## config.mk

```make
export PLATFORM = sky130hd
export DESIGN_NAME = matrix_keypad_scanner
export DESIGN_NICKNAME = d
export VERILOG_FILES = /design/src/design/mks_pkg.sv /design/src/design/matrix_keypad_scanner.sv
export SDC_FILE = /design/constraint.sdc
export NUM_CORES = 1
export LEC_CHECK = 0
export BUFFER_PORTS_ARGS = -buffer_cell sky130_fd_sc_hd__buf_2
export CORE_ASPECT_RATIO = 2
export CORE_MARGIN = 5
export CORE_UTILIZATION = 63
export CTS_CLUSTER_DIAMETER = 40
export CTS_CLUSTER_SIZE = 30
export DETAILED_ROUTE_END_ITERATION = 8
export HOLD_SLACK_MARGIN = 0.05
export PLACE_DENSITY_LB_ADDON = 0.25
export RECOVER_POWER = 50
export SKIP_CTS_REPAIR_TIMING = 1
export SLEW_MARGIN = 20
export SYNTH_ARGS = -nofsm -noshare
export SYNTH_HDL_FRONTEND = slang
export SYNTH_SLANG_ARGS = --single-unit
```

## constraint.sdc

```tcl
create_clock -name clk -period 5.73 [get_ports clk]
set_clock_uncertainty 0.15 [all_clocks]
set_input_delay 0.573 -clock clk [delete_from_list [all_inputs] [get_ports clk]]
set_output_delay 0.573 -clock clk [all_outputs]
set_load 0.02 [all_outputs]
```

## src/design/mks_pkg.sv

```systemverilog
// ----------------------------------------------------------------------------
// mks_pkg: shared types and constants of the keypad scanner
// Scan phase codes, register indexes, field widths and the row drive table.
// ----------------------------------------------------------------------------
package mks_pkg;

  localparam int COUNT_WIDTH_DEFAULT = 16;

  localparam int TICKS_W     = 16;
  localparam int COLS_W      = 2;
  localparam int ROWS_W      = 3;
  localparam int KEYS_W      = 6;
  localparam int PHASE_W     = 3;
  localparam int IN_TDATA_W  = 8;
  localparam int RES_W       = ROWS_W + KEYS_W + PHASE_W;
  localparam int OUT_TDATA_W = 16;

  localparam logic [TICKS_W-1:0] DEBOUNCE_TICKS_RESET = 16'd20;
  localparam logic               WAIT_RELEASE_RESET   = 1'b1;

  // Configuration register indexes.
  localparam logic REG_DEBOUNCE_TICKS = 1'b0;
  localparam logic REG_WAIT_RELEASE   = 1'b1;

  localparam logic [COLS_W-1:0] COLS_RELEASED = 2'b11;

  typedef enum logic [PHASE_W-1:0] {
    PH_IDLE     = 3'd0,
    PH_DEBOUNCE = 3'd1,
    PH_ROW1     = 3'd2,
    PH_ROW2     = 3'd3,
    PH_ROW3     = 3'd4,
    PH_RELEASE  = 3'd5
  } phase_t;

  typedef struct packed {
    logic [PHASE_W-1:0] scan_phase;
    logic [KEYS_W-1:0]  key_flags;
    logic [ROWS_W-1:0]  row_drive;
  } result_t;

  // Active-low row drive: only the row being scanned is pulled low; all rows low
  // otherwise so that any press shows on the columns.
  function automatic logic [ROWS_W-1:0] drive_for(phase_t ph);
    logic [ROWS_W-1:0] drv;
    case (ph)
      PH_ROW1: drv = 3'b110;
      PH_ROW2: drv = 3'b101;
      PH_ROW3: drv = 3'b011;
      default: drv = 3'b000;
    endcase
    return drv;
  endfunction

endpackage

```

## src/design/matrix_keypad_scanner.sv

```systemverilog
// ----------------------------------------------------------------------------
// matrix_keypad_scanner: debounced scanner for a 3-row by 2-column keypad
// Each input item is one tick carrying the sampled active-low column levels,
// and each tick yields exactly one result item with the row drive to apply,
// the latched key flags and the scan phase after that tick. The state update
// is a single registered step, so an item is taken in every clock cycle unless
// the skid stage is occupied; the result register and a one-entry skid stage
// let the input keep flowing for one item while the output is stalled, and
// each result is registered before it leaves. debounce_ticks sets how many
// ticks pass between the first sight of a press and its confirmation; with
// wait_release set the block holds all rows low after a scan until both
// columns read high again. Configuration is to be written by the user through
// the plain write port only while the block is idle; the block does not enforce it.
// ----------------------------------------------------------------------------
module matrix_keypad_scanner #(
  parameter int COUNT_WIDTH = mks_pkg::COUNT_WIDTH_DEFAULT
) (
  input  logic                             clk,
  input  logic                             rst,
  // Configuration write port.
  input  logic                             cfg_we,
  input  logic                             cfg_index,
  input  logic [mks_pkg::TICKS_W-1:0]      cfg_data,
  // Input stream.
  input  logic                             s_tvalid,
  output logic                             s_tready,
  input  logic [mks_pkg::IN_TDATA_W-1:0]   s_tdata,  // [1:0] column_levels
  // Output stream.
  output logic                             m_tvalid,
  input  logic                             m_tready,
  output logic [mks_pkg::OUT_TDATA_W-1:0]  m_tdata   // [2:0] row_drive, [8:3] key_flags,
                                                     // [11:9] scan_phase
);

  localparam int CmpW = (COUNT_WIDTH > mks_pkg::TICKS_W) ? COUNT_WIDTH : mks_pkg::TICKS_W;
  localparam logic [COUNT_WIDTH-1:0] CountMax = {COUNT_WIDTH{1'b1}};

  // Configuration registers.
  logic [mks_pkg::TICKS_W-1:0] debounce_ticks;
  logic                        wait_release;

  // Scan state.
  mks_pkg::phase_t             phase, phase_next;
  logic [COUNT_WIDTH-1:0]      debounce_count, debounce_count_next;
  logic [mks_pkg::KEYS_W-1:0]  keys_latched, keys_latched_next;

  // Output register and skid stage.
  mks_pkg::result_t            out_data, skid_data, result;
  logic                        out_valid, skid_valid;

  logic [mks_pkg::COLS_W-1:0]  cols;
  logic [mks_pkg::COLS_W-1:0]  pressed;
  logic                        any_key;
  logic [CmpW-1:0]             ticks_ext;
  logic [COUNT_WIDTH-1:0]      target;
  logic                        accept;

  assign cols    = s_tdata[mks_pkg::COLS_W-1:0];
  assign pressed = ~cols;
  assign any_key = (cols != mks_pkg::COLS_RELEASED);
  assign accept  = s_tvalid && s_tready;

  // The debounce target saturates at the largest count the counter can hold.
  assign ticks_ext = CmpW'(debounce_ticks);
  assign target    = (ticks_ext > CmpW'(CountMax)) ? CountMax
                                                   : ticks_ext[COUNT_WIDTH-1:0];

  always_ff @(posedge clk) begin
    if (rst) begin
      debounce_ticks <= mks_pkg::DEBOUNCE_TICKS_RESET;
      wait_release   <= mks_pkg::WAIT_RELEASE_RESET;
    end else if (cfg_we) begin
      case (cfg_index)
        mks_pkg::REG_DEBOUNCE_TICKS: debounce_ticks <= cfg_data;
        mks_pkg::REG_WAIT_RELEASE:   wait_release   <= cfg_data[0];
        default: ;
      endcase
    end
  end

  // Next state.
  always_comb begin
    phase_next          = phase;
    debounce_count_next = debounce_count;
    keys_latched_next   = keys_latched;
    case (phase)
      mks_pkg::PH_DEBOUNCE: begin
        if (debounce_count < target) begin
          debounce_count_next = debounce_count + COUNT_WIDTH'(1);
        end else if (any_key) begin
          phase_next = mks_pkg::PH_ROW1;
        end else begin
          keys_latched_next = '0;
          phase_next        = mks_pkg::PH_IDLE;
        end
      end
      mks_pkg::PH_ROW1: begin
        keys_latched_next[1:0] = pressed;
        phase_next             = mks_pkg::PH_ROW2;
      end
      mks_pkg::PH_ROW2: begin
        keys_latched_next[3:2] = pressed;
        phase_next             = mks_pkg::PH_ROW3;
      end
      mks_pkg::PH_ROW3: begin
        keys_latched_next[5:4] = pressed;
        phase_next = wait_release ? mks_pkg::PH_RELEASE : mks_pkg::PH_IDLE;
      end
      mks_pkg::PH_RELEASE: begin
        if (!any_key) begin
          phase_next = mks_pkg::PH_IDLE;
        end
      end
      default: begin
        if (any_key) begin
          phase_next          = mks_pkg::PH_DEBOUNCE;
          debounce_count_next = '0;
        end else begin
          keys_latched_next = '0;
          phase_next        = mks_pkg::PH_IDLE;
        end
      end
    endcase
  end

  // Result of this tick, taken from the state it leaves behind.
  always_comb begin
    result.row_drive  = mks_pkg::drive_for(phase_next);
    result.key_flags  = keys_latched_next;
    result.scan_phase = phase_next;
  end

  always_ff @(posedge clk) begin
    if (rst) begin
      phase          <= mks_pkg::PH_IDLE;
      debounce_count <= '0;
      keys_latched   <= '0;
    end else if (accept) begin
      phase          <= phase_next;
      debounce_count <= debounce_count_next;
      keys_latched   <= keys_latched_next;
    end
  end

  // The skid stage catches one item while the output register is stalled;
  // input is held off only while the skid stage is occupied.
  always_ff @(posedge clk) begin
    if (rst) begin
      out_valid  <= 1'b0;
      skid_valid <= 1'b0;
    end else if (out_valid && m_tready) begin
      if (skid_valid) begin
        out_data   <= skid_data;
        skid_valid <= 1'b0;
      end else if (accept) begin
        out_data <= result;
      end else begin
        out_valid <= 1'b0;
      end
    end else if (!out_valid) begin
      if (accept) begin
        out_data  <= result;
        out_valid <= 1'b1;
      end
    end else if (accept) begin
      skid_data  <= result;
      skid_valid <= 1'b1;
    end
  end

  assign s_tready = !skid_valid;
  assign m_tvalid = out_valid;
  assign m_tdata  = mks_pkg::OUT_TDATA_W'(out_data);

endmodule
```

==> reports/metrics.cfg, run 1 <==
[worst_setup_path]
critPathTopFamily = simple AND/OR/NAND/NOR gates
reg2reg_from = debounce_ticks[13]$_SDFFE_PP0P_
path_max_fanout = 6
cp_common_cell = nor3_1
crit_buf_inv = 1
critPathCaptureType = flip-flop
cp.required_ps = 5640
cp-start-kind = flip-flop
max_stage_delay_ps = 650
critPathLaunch = debounce_ticks[13]$_SDFFE_PP0P_
crit_path_cell_trace = inv_1 -> ha_1 -> nand4_1 -> nor3_1 -> nor3_1 -> a31oi_2 -> o21ai_0
path_class = reg2reg
worst_ep_arrival_time_ps = 2800
cp.depth = 7
cp_slowest_cell = nor3_1
reg2reg_depth = 7

[run_status]
status = complete, but fails checks
violations = max-capacitance violations, max-slew violations

[synthesis]
syn_area_mm2 = 0.00380
ys_ff_latch = 68
ys_warn_count = 0
synth_most_common_cell = nand2_1
netlist_top_cells_count = nand2_1 (78), dfxtp_1 (44), a21oi_1 (32)
yosys.area.top_type = dfxtp_1
avgSynthCellArea_um2 = 8.64
synthDistinctLibCells = 63
async_flop_share_pct = 0
postSynthCellCount = 440
synth_flop_cell = dfxtp_1
seq_area_frac_synth_pct = 42.1
synthTopCellsByArea = dfxtp_1 (23%), edfxtp_1 (19%), nand2_1 (7.7%)
synth_edf_count = 24
synth_top_cell_area_share_pct = 23.2

[timing]
finalHoldViolCount = 0
worstMarginPinSlew_ps = 1970
fin_crit_sh_pct = 50.4
finalSetupViolCount = 0
rsz0062_at_grt = no
fin_ws_ps = 2840
drv_slew = 46
relSlewSlack_pct = -31.0
timing.fmax_mhz = 346
setup-tns-final_ps = 0
period_minus_slack_ps = 2890

[finish]
final_util_pct = 70.9
drive_gt1_share_pct = 10.8
seqCellArea_mm2 = 0.00160
antenna_cells = 0
multi_input_area_mm2 = 0.00198
design_area_mm2 = 0.00422
nets = 512
nFillCells = 488
area_growth_pct = 11.0

[global_route]
antenna_found_initial = 0
grt_pass1_wl_um = 15300
grt_max_degree = 46
grt_remaining_overflow = 0
grt_use_total_pct = 25.4
grt_pass1_vias = 3322

[power_and_ir_drop]
p_seq_share_pct = 44.3
combPwrFrac_pct = 11.7
p_total_uw = 1210
p_leak_uw = 0.00160
ir_drop_mv = 0.255
clkPwrFrac_pct = 44.0
power.internal_uw = 898
p_per_area_mw_per_mm2 = 286
switching_share_pct = 25.5
p_sw_uw = 307

[place]
port_buffers = 37
place_hpwl_um = 6680
placed_area_mm2 = 0.00397
pre_cts_slack_ps = 2910
gp_congestion = 0.873

[die]
core_area_mm2 = 0.00596
ios = 48
initial_core_util_pct = 63.8
dieArea_mm2 = 0.00778
die_h_um = 120
die_w_um = 64.9
rows = 40

[clock_network]
htree_num_levels = 3
cts_tree = yes
cts-buffers-inserted = 9
clk_path_buf_depth = 2
clock_sinks = 68
insertion_delay_ps = 330
clk_pin_slew_ps = 60
clock_tree.root_cell = clkbuf_16

[detailed_routing]
viasPerCell = 6.29
drc = 0
ant_nets = 0
routed_wl_um = 9260
wire_per_inst_um = 17.3
drtIter0Drc = 227
first_pass_iters = 4
vias = 3357

[min_path]
hold_path.class = in2reg
min-delay-start = cfg_data[2]
holdPathStages = 2

[flow_run]
drv_cap = 1

==> metal layers <==
metal,routed length (µm),global-route usage [%]
met5,0,0
met4,434,15.9
met3,310,4.03
met2,5230,48.4
met1,3280,23.9
==> flip-flops by register name, summed over array words and instances (netlist names) <==
name,count
keys_latched,6
wait_release,1
skid_valid,1
debounce_ticks,16
debounce_count,16
m_tvalid,1
skid_data,12
m_tdata,12
phase,3
==> final cells by class <==
type / count / share of cell area (%)
clock buffers: 10 / 5.43
clock inverters: 6 / 1.30
inverters: 24 / 2.13
multi-input cells: 323 / 47.0
flip-flops and latches: 68 / 37.9
well taps: 63 / 1.87
repair buffers: 40 / 4.30
==> logic make-up (layout without fill, tap and decap cells) <==
family	Yosys count	count (layout)	synth area share, %
simple gates	175	175	22.6
compound gates	120	120	21.8
flops	68	68	42.1
buf+inv	52	80	6.05
fa+ha+maj	16	16	5.26
mux	8	8	2.11
other cells	1	4	0.0986
==> metrics by stage <==
stage / hold WS, ps / cells
5_1_grt: 303 / 534
4_1_cts: 289 / 534
2_1_floorplan: 286 / 443
6_report: 292 / 534
3_5_place_dp: 300 / 518
3_3_place_gp: 293 / 518
==> power groups by stage <==
stage / Combinational, µW / Sequential (µW) / Clock (µW)
finish: 141 / 534 / 531
detailed placement: 142 / 543 / 0
global placement: 138 / 542 / 0
CTS: 144 / 533 / 534
global route: 157 / 536 / 563
floorplan: 96.8 / 549 / 0
==> cell usage in the layout (no fill, tap or decap), types with 3 or more instances in the layout <==
cell,Yosys,layout
nand4_1,5,5
o22ai_1,7,7
nand2b_1,6,6
buf_2,3,22
dfxtp_1,44,44
o21ai_0,29,29
nor2_1,22,22
o41ai_1,3,3
conb_1,1,4
clkbuf_1,15,18
ha_1,16,16
a211oi_1,3,3
nand2_1,78,78
nand3_1,16,16
o311ai_1,4,4
nor4_2,3,3
a31oi_1,6,6
inv_1,24,24
edfxtp_1,24,24
and3_1,5,5
o21bai_1,4,4
or3_1,15,15
mux2i_1,8,8
nor3_1,8,8
clkbuf_16,0,9
a21oi_1,32,32
==> path summary, 6_finish.rpt <==
path                               endpoint  slack (ps)
max                    m_tdata[6]$_DFFE_PP_        2840
min          debounce_ticks[2]$_SDFFE_PP1P_         290
min reg2reg  debounce_ticks[6]$_SDFFE_PP0P_         310
max reg2reg            m_tdata[6]$_DFFE_PP_        2840
No activity file was read; power rests on OpenSTA's default activity.
==> run 2: changes to the inputs <==
- CORE_UTILIZATION: 63 -> 58
- clock period: 5.73 -> 2.8 ns (I/O delays scaled with it)
==> reports/metrics.cfg, run 2 (synthesis results as in run 1) <==
[run_status]
status = complete, no violations

[clock_network]
cts_tree = yes
clock_sinks = 68
cts-buffers-inserted = 9
insertion_delay_ps = 330
clock_tree.root_cell = clkbuf_16
clk_path_buf_depth = 2
htree_num_levels = 3
clk_pin_slew_ps = 50

[worst_setup_path]
reg2reg_depth = 7
critPathCaptureType = flip-flop
worst_ep_arrival_time_ps = 2520
path_class = reg2reg
cp.required_ps = 2710
cp-start-kind = flip-flop
path_max_fanout = 11
r2r_slack_ps = 190

[global_route]
grt_remaining_overflow = 0
grt_pass1_vias = 3482
grt_use_total_pct = 25.0
antenna_found_initial = 0
grt_max_degree = 29
grt_pass1_wl_um = 16000

[detailed_routing]
first_pass_iters = 5
ant_nets = 0
vias = 3468
drc = 0
routed_wl_um = 9580
drtIter0Drc = 266
viasPerCell = 6.09
wire_per_inst_um = 16.8

[place]
port_buffers = 37
place_hpwl_um = 6960
placed_area_mm2 = 0.00406
gp_congestion = 0.879
dp.cells = 550

[timing]
finalHoldViolCount = 0
period_minus_slack_ps = 2610
finalSetupViolCount = 0
relSlewSlack_pct = 8.70
fin_crit_sh_pct = 93.1
rsz0062_at_grt = no
setup-tns-final_ps = 0
timing.fmax_mhz = 384
worstMarginPinSlew_ps = 1370
drv_slew = 0

[finish]
multi_input_area_mm2 = 0.00200
reg_top3 = debounce_count x16, debounce_ticks x16
drive_gt1_share_pct = 12.6
most-common-layout-cells = nand2_1 (78), dfxtp_1 (44), a21oi_1 (32)
fin_cells = 569
antenna_cells = 0
nets = 524
final_common_cell = nand2_1
final_util_pct = 69.3
area_growth_pct = 15.9
seqCellArea_mm2 = 0.00160
nFillCells = 558
design_area_mm2 = 0.00441

[power_and_ir_drop]
ir_drop_mv = 0.448
p_total_uw = 2670
p_per_area_mw_per_mm2 = 606
p_leak_uw = 0.00168

[die]
die_w_um = 67.3
core_area_mm2 = 0.00636
ios = 48
dieArea_mm2 = 0.00837
rows = 41
die_h_um = 125
initial_core_util_pct = 59.8

[flow_run]
drv_cap = 0

[min_path]
hold_path.class = in2reg
holdPathStages = 3

-- run 2: critical path, stage by stage (launching register included) --
cell     delay [ps]
dfxtp_1         330
inv_1            50
ha_1            310
nand4_1         240
nor4_4          440
a32oi_4         260
a31oi_2         410
o21ai_0         160
-- run 2: where the power goes --
part / total (µW) / switching [µW] / leakage (µW) / internal [µW]
registers: 1090 / 27.9 / 0.000584 / 1060
logic: 302 / 199 / 0.000938 / 102
clock network: 1280 / 414 / 0.000163 / 865
total: 2670 / 641 / 0.00168 / 2030
-- run 2: metal layers --
layer  vias to the layer above  GRT usage, %  wire [µm]
met2                        96          43.0       5310
met4                         0          19.9        609
li1                       1679             -          -
met1                      1647          24.7       3250
met3                        46          4.78        413
met5                         -             0          0
-- run 2: area by class of cell --
| type | count | area share [%] |
|---|---|---|
| Clock buffer | 9 | 5.11 |
| Clock inverter | 7 | 2.61 |
| Inverter | 24 | 2.04 |
| Multi-Input combinational cell | 323 | 45.3 |
| Sequential cell | 68 | 36.3 |
| Tap cell | 86 | 2.44 |
| Timing Repair Buffer | 52 | 6.19 |
-- run 2: path summary, 6_finish.rpt --
| check | startpoint | end |
|---|---|---|
| worst max register to register | debounce_ticks[13]$_SDFFE_PP0P_ | m_tdata[6]$_DFFE_PP_ |
| worst max-delay path | debounce_ticks[13]$_SDFFE_PP0P_ | m_tdata[6]$_DFFE_PP_ |
| worst min register to register | debounce_ticks[15]$_SDFFE_PP0P_ | debounce_ticks[15]$_SDFFE_PP0P_ |
| worst min-delay path | cfg_data[6] | debounce_ticks[6]$_SDFFE_PP0P_ |
-- run 2: stage by stage --
step,setup slack [ps],hold slack (ps)
global route,5.48,44.2
global placement,231,294
floorplan,56.5,230
CTS,138,-6.71
finish,193,38.7
detailed placement,141,296
==> run 3: changes to the inputs <==
- CORE_UTILIZATION: 58 -> 43
- CTS_CLUSTER_DIAMETER: 40 -> 200
- CTS_CLUSTER_SIZE: 30 -> 25
==> reports/metrics.cfg, run 3 (synthesis results as in run 1) <==
[global_route]
use_met2_pct = 36.2
grt_use_met1_pct = 17.1
grt_most_used_layer = met2
use_met3_pct = 4.04
grt_use_total_pct = 18.5
antenna_found_initial = 0
grt_remaining_overflow = 0
grt_max_degree = 30
grt_pass1_wl_um = 16100
grt_pass1_vias = 3404

[timing]
fin_crit_sh_pct = 94.0
relSlewSlack_pct = 15.8
worstMarginPinSlew_ps = 1260
holdWs_ps = 31.4
period_minus_slack_ps = 2630
finalSetupViolCount = 0
finalHoldViolCount = 0
drv_slew = 0
fin_ws_ps = 167
timing.fmax_mhz = 380

[finish]
reg_top3 = debounce_count x16, debounce_ticks x16
drive_gt1_share_pct = 12.2
antenna_cells = 0
nets = 531
final_common_cell = nand2_1
nFillCells = 872
area_growth_pct = 16.7
design_area_mm2 = 0.00444
most-common-layout-cells = nand2_1 (78), dfxtp_1 (44), a21oi_1 (32)

[worst_setup_path]
crit_buf_inv = 1
path_max_fanout = 8
crit_path_cell_trace = inv_1 -> ha_1 -> nand4_1 -> nor4_2 -> a32oi_4 -> a31oi_2 -> o21ai_0
critPathTopFamily = simple AND/OR/NAND/NOR gates
cp-start-kind = flip-flop
critPathCaptureType = flip-flop
cp.required_ps = 2720
worst_ep_arrival_time_ps = 2560
path_class = reg2reg
max_stage_delay_ps = 540
cp_slowest_cell = nor4_2

[power_and_ir_drop]
p_per_area_mw_per_mm2 = 561
p_leak_uw = 0.00169
ir_drop_mv = 0.439
p_total_uw = 2490

[die]
initial_core_util_pct = 44.0
rows = 48
dieArea_mm2 = 0.0109
ios = 48
die_h_um = 143
die_w_um = 76.5
core_area_mm2 = 0.00865

[clock_network]
cts-buffers-inserted = 9
insertion_delay_ps = 340
clk_path_buf_depth = 2
htree_num_levels = 3
cts_tree = yes
clock_sinks = 68
clock_tree.root_cell = clkbuf_16
clk_pin_slew_ps = 50

[place]
place_hpwl_um = 7410
gp_congestion = 0.833
pre_cts_slack_ps = 158
placed_area_mm2 = 0.00410
port_buffers = 37

[detailed_routing]
wire_per_inst_um = 16.9
drc = 0
routed_wl_um = 9950
vias = 3392
viasPerCell = 5.75
ant_nets = 0
first_pass_iters = 4
drtIter0Drc = 203

[flow_run]
drv_cap = 0

[run_status]
status = complete, no violations

[min_path]
hold_path.class = in2reg

run 3: power breakdown:
part	internal, µW	total [µW]	switching [µW]
Sequential	1060	1090	27.3
Clock	674	1090	412
Combinational	109	311	202
run 3: stage by stage:
step | util, % | std cells | setup TNS, ps
after floorplan | - | 443 | 0
final | 51.3 | 590 | 0
after global placement | 47.4 | 566 | 0
after global routing | 51.3 | 590 | -11.0
after CTS | 50.6 | 582 | 0
after detailed placement | 47.4 | 566 | 0
run 3: tightest hold or removal path, stage by stage:
cell	delay, ps
buf_2	90
nand2_1	40
a21oi_1	50
run 3: worst paths after layout:
check / from / to / slack (ps) / cells after the start
hold reg to reg: debounce_ticks[13]$_SDFFE_PP0P_ / debounce_ticks[13]$_SDFFE_PP0P_ / 300 / 2
hold / removal: cfg_data[14] / debounce_ticks[14]$_SDFFE_PP0P_ / 30 / 3
setup / recovery: debounce_ticks[13]$_SDFFE_PP0P_ / m_tdata[3]$_DFFE_PP_ / 170 / 7
setup reg to reg: debounce_ticks[13]$_SDFFE_PP0P_ / m_tdata[3]$_DFFE_PP_ / 170 / 7
run 3: area by class of cell:
cell class / instances / area (µm²) / share of cell area [%]
flip-flops and latches: 68 / 1600 / 36.1
repair buffers: 59 / 337 / 7.59
well taps: 100 / 125 / 2.82
clock buffers: 9 / 225 / 5.08
inverters: 24 / 90.1 / 2.03
clock inverters: 7 / 57.6 / 1.30
multi-input cells: 323 / 2000 / 45.1
run 3: routing by layer:
metal / share of wire (%) / vias to the layer above
met5: 0 / -
met4: 3.6 / 0
met3: 2.6 / 28
met2: 58 / 63
met1: 36 / 1605
li1: - / 1696
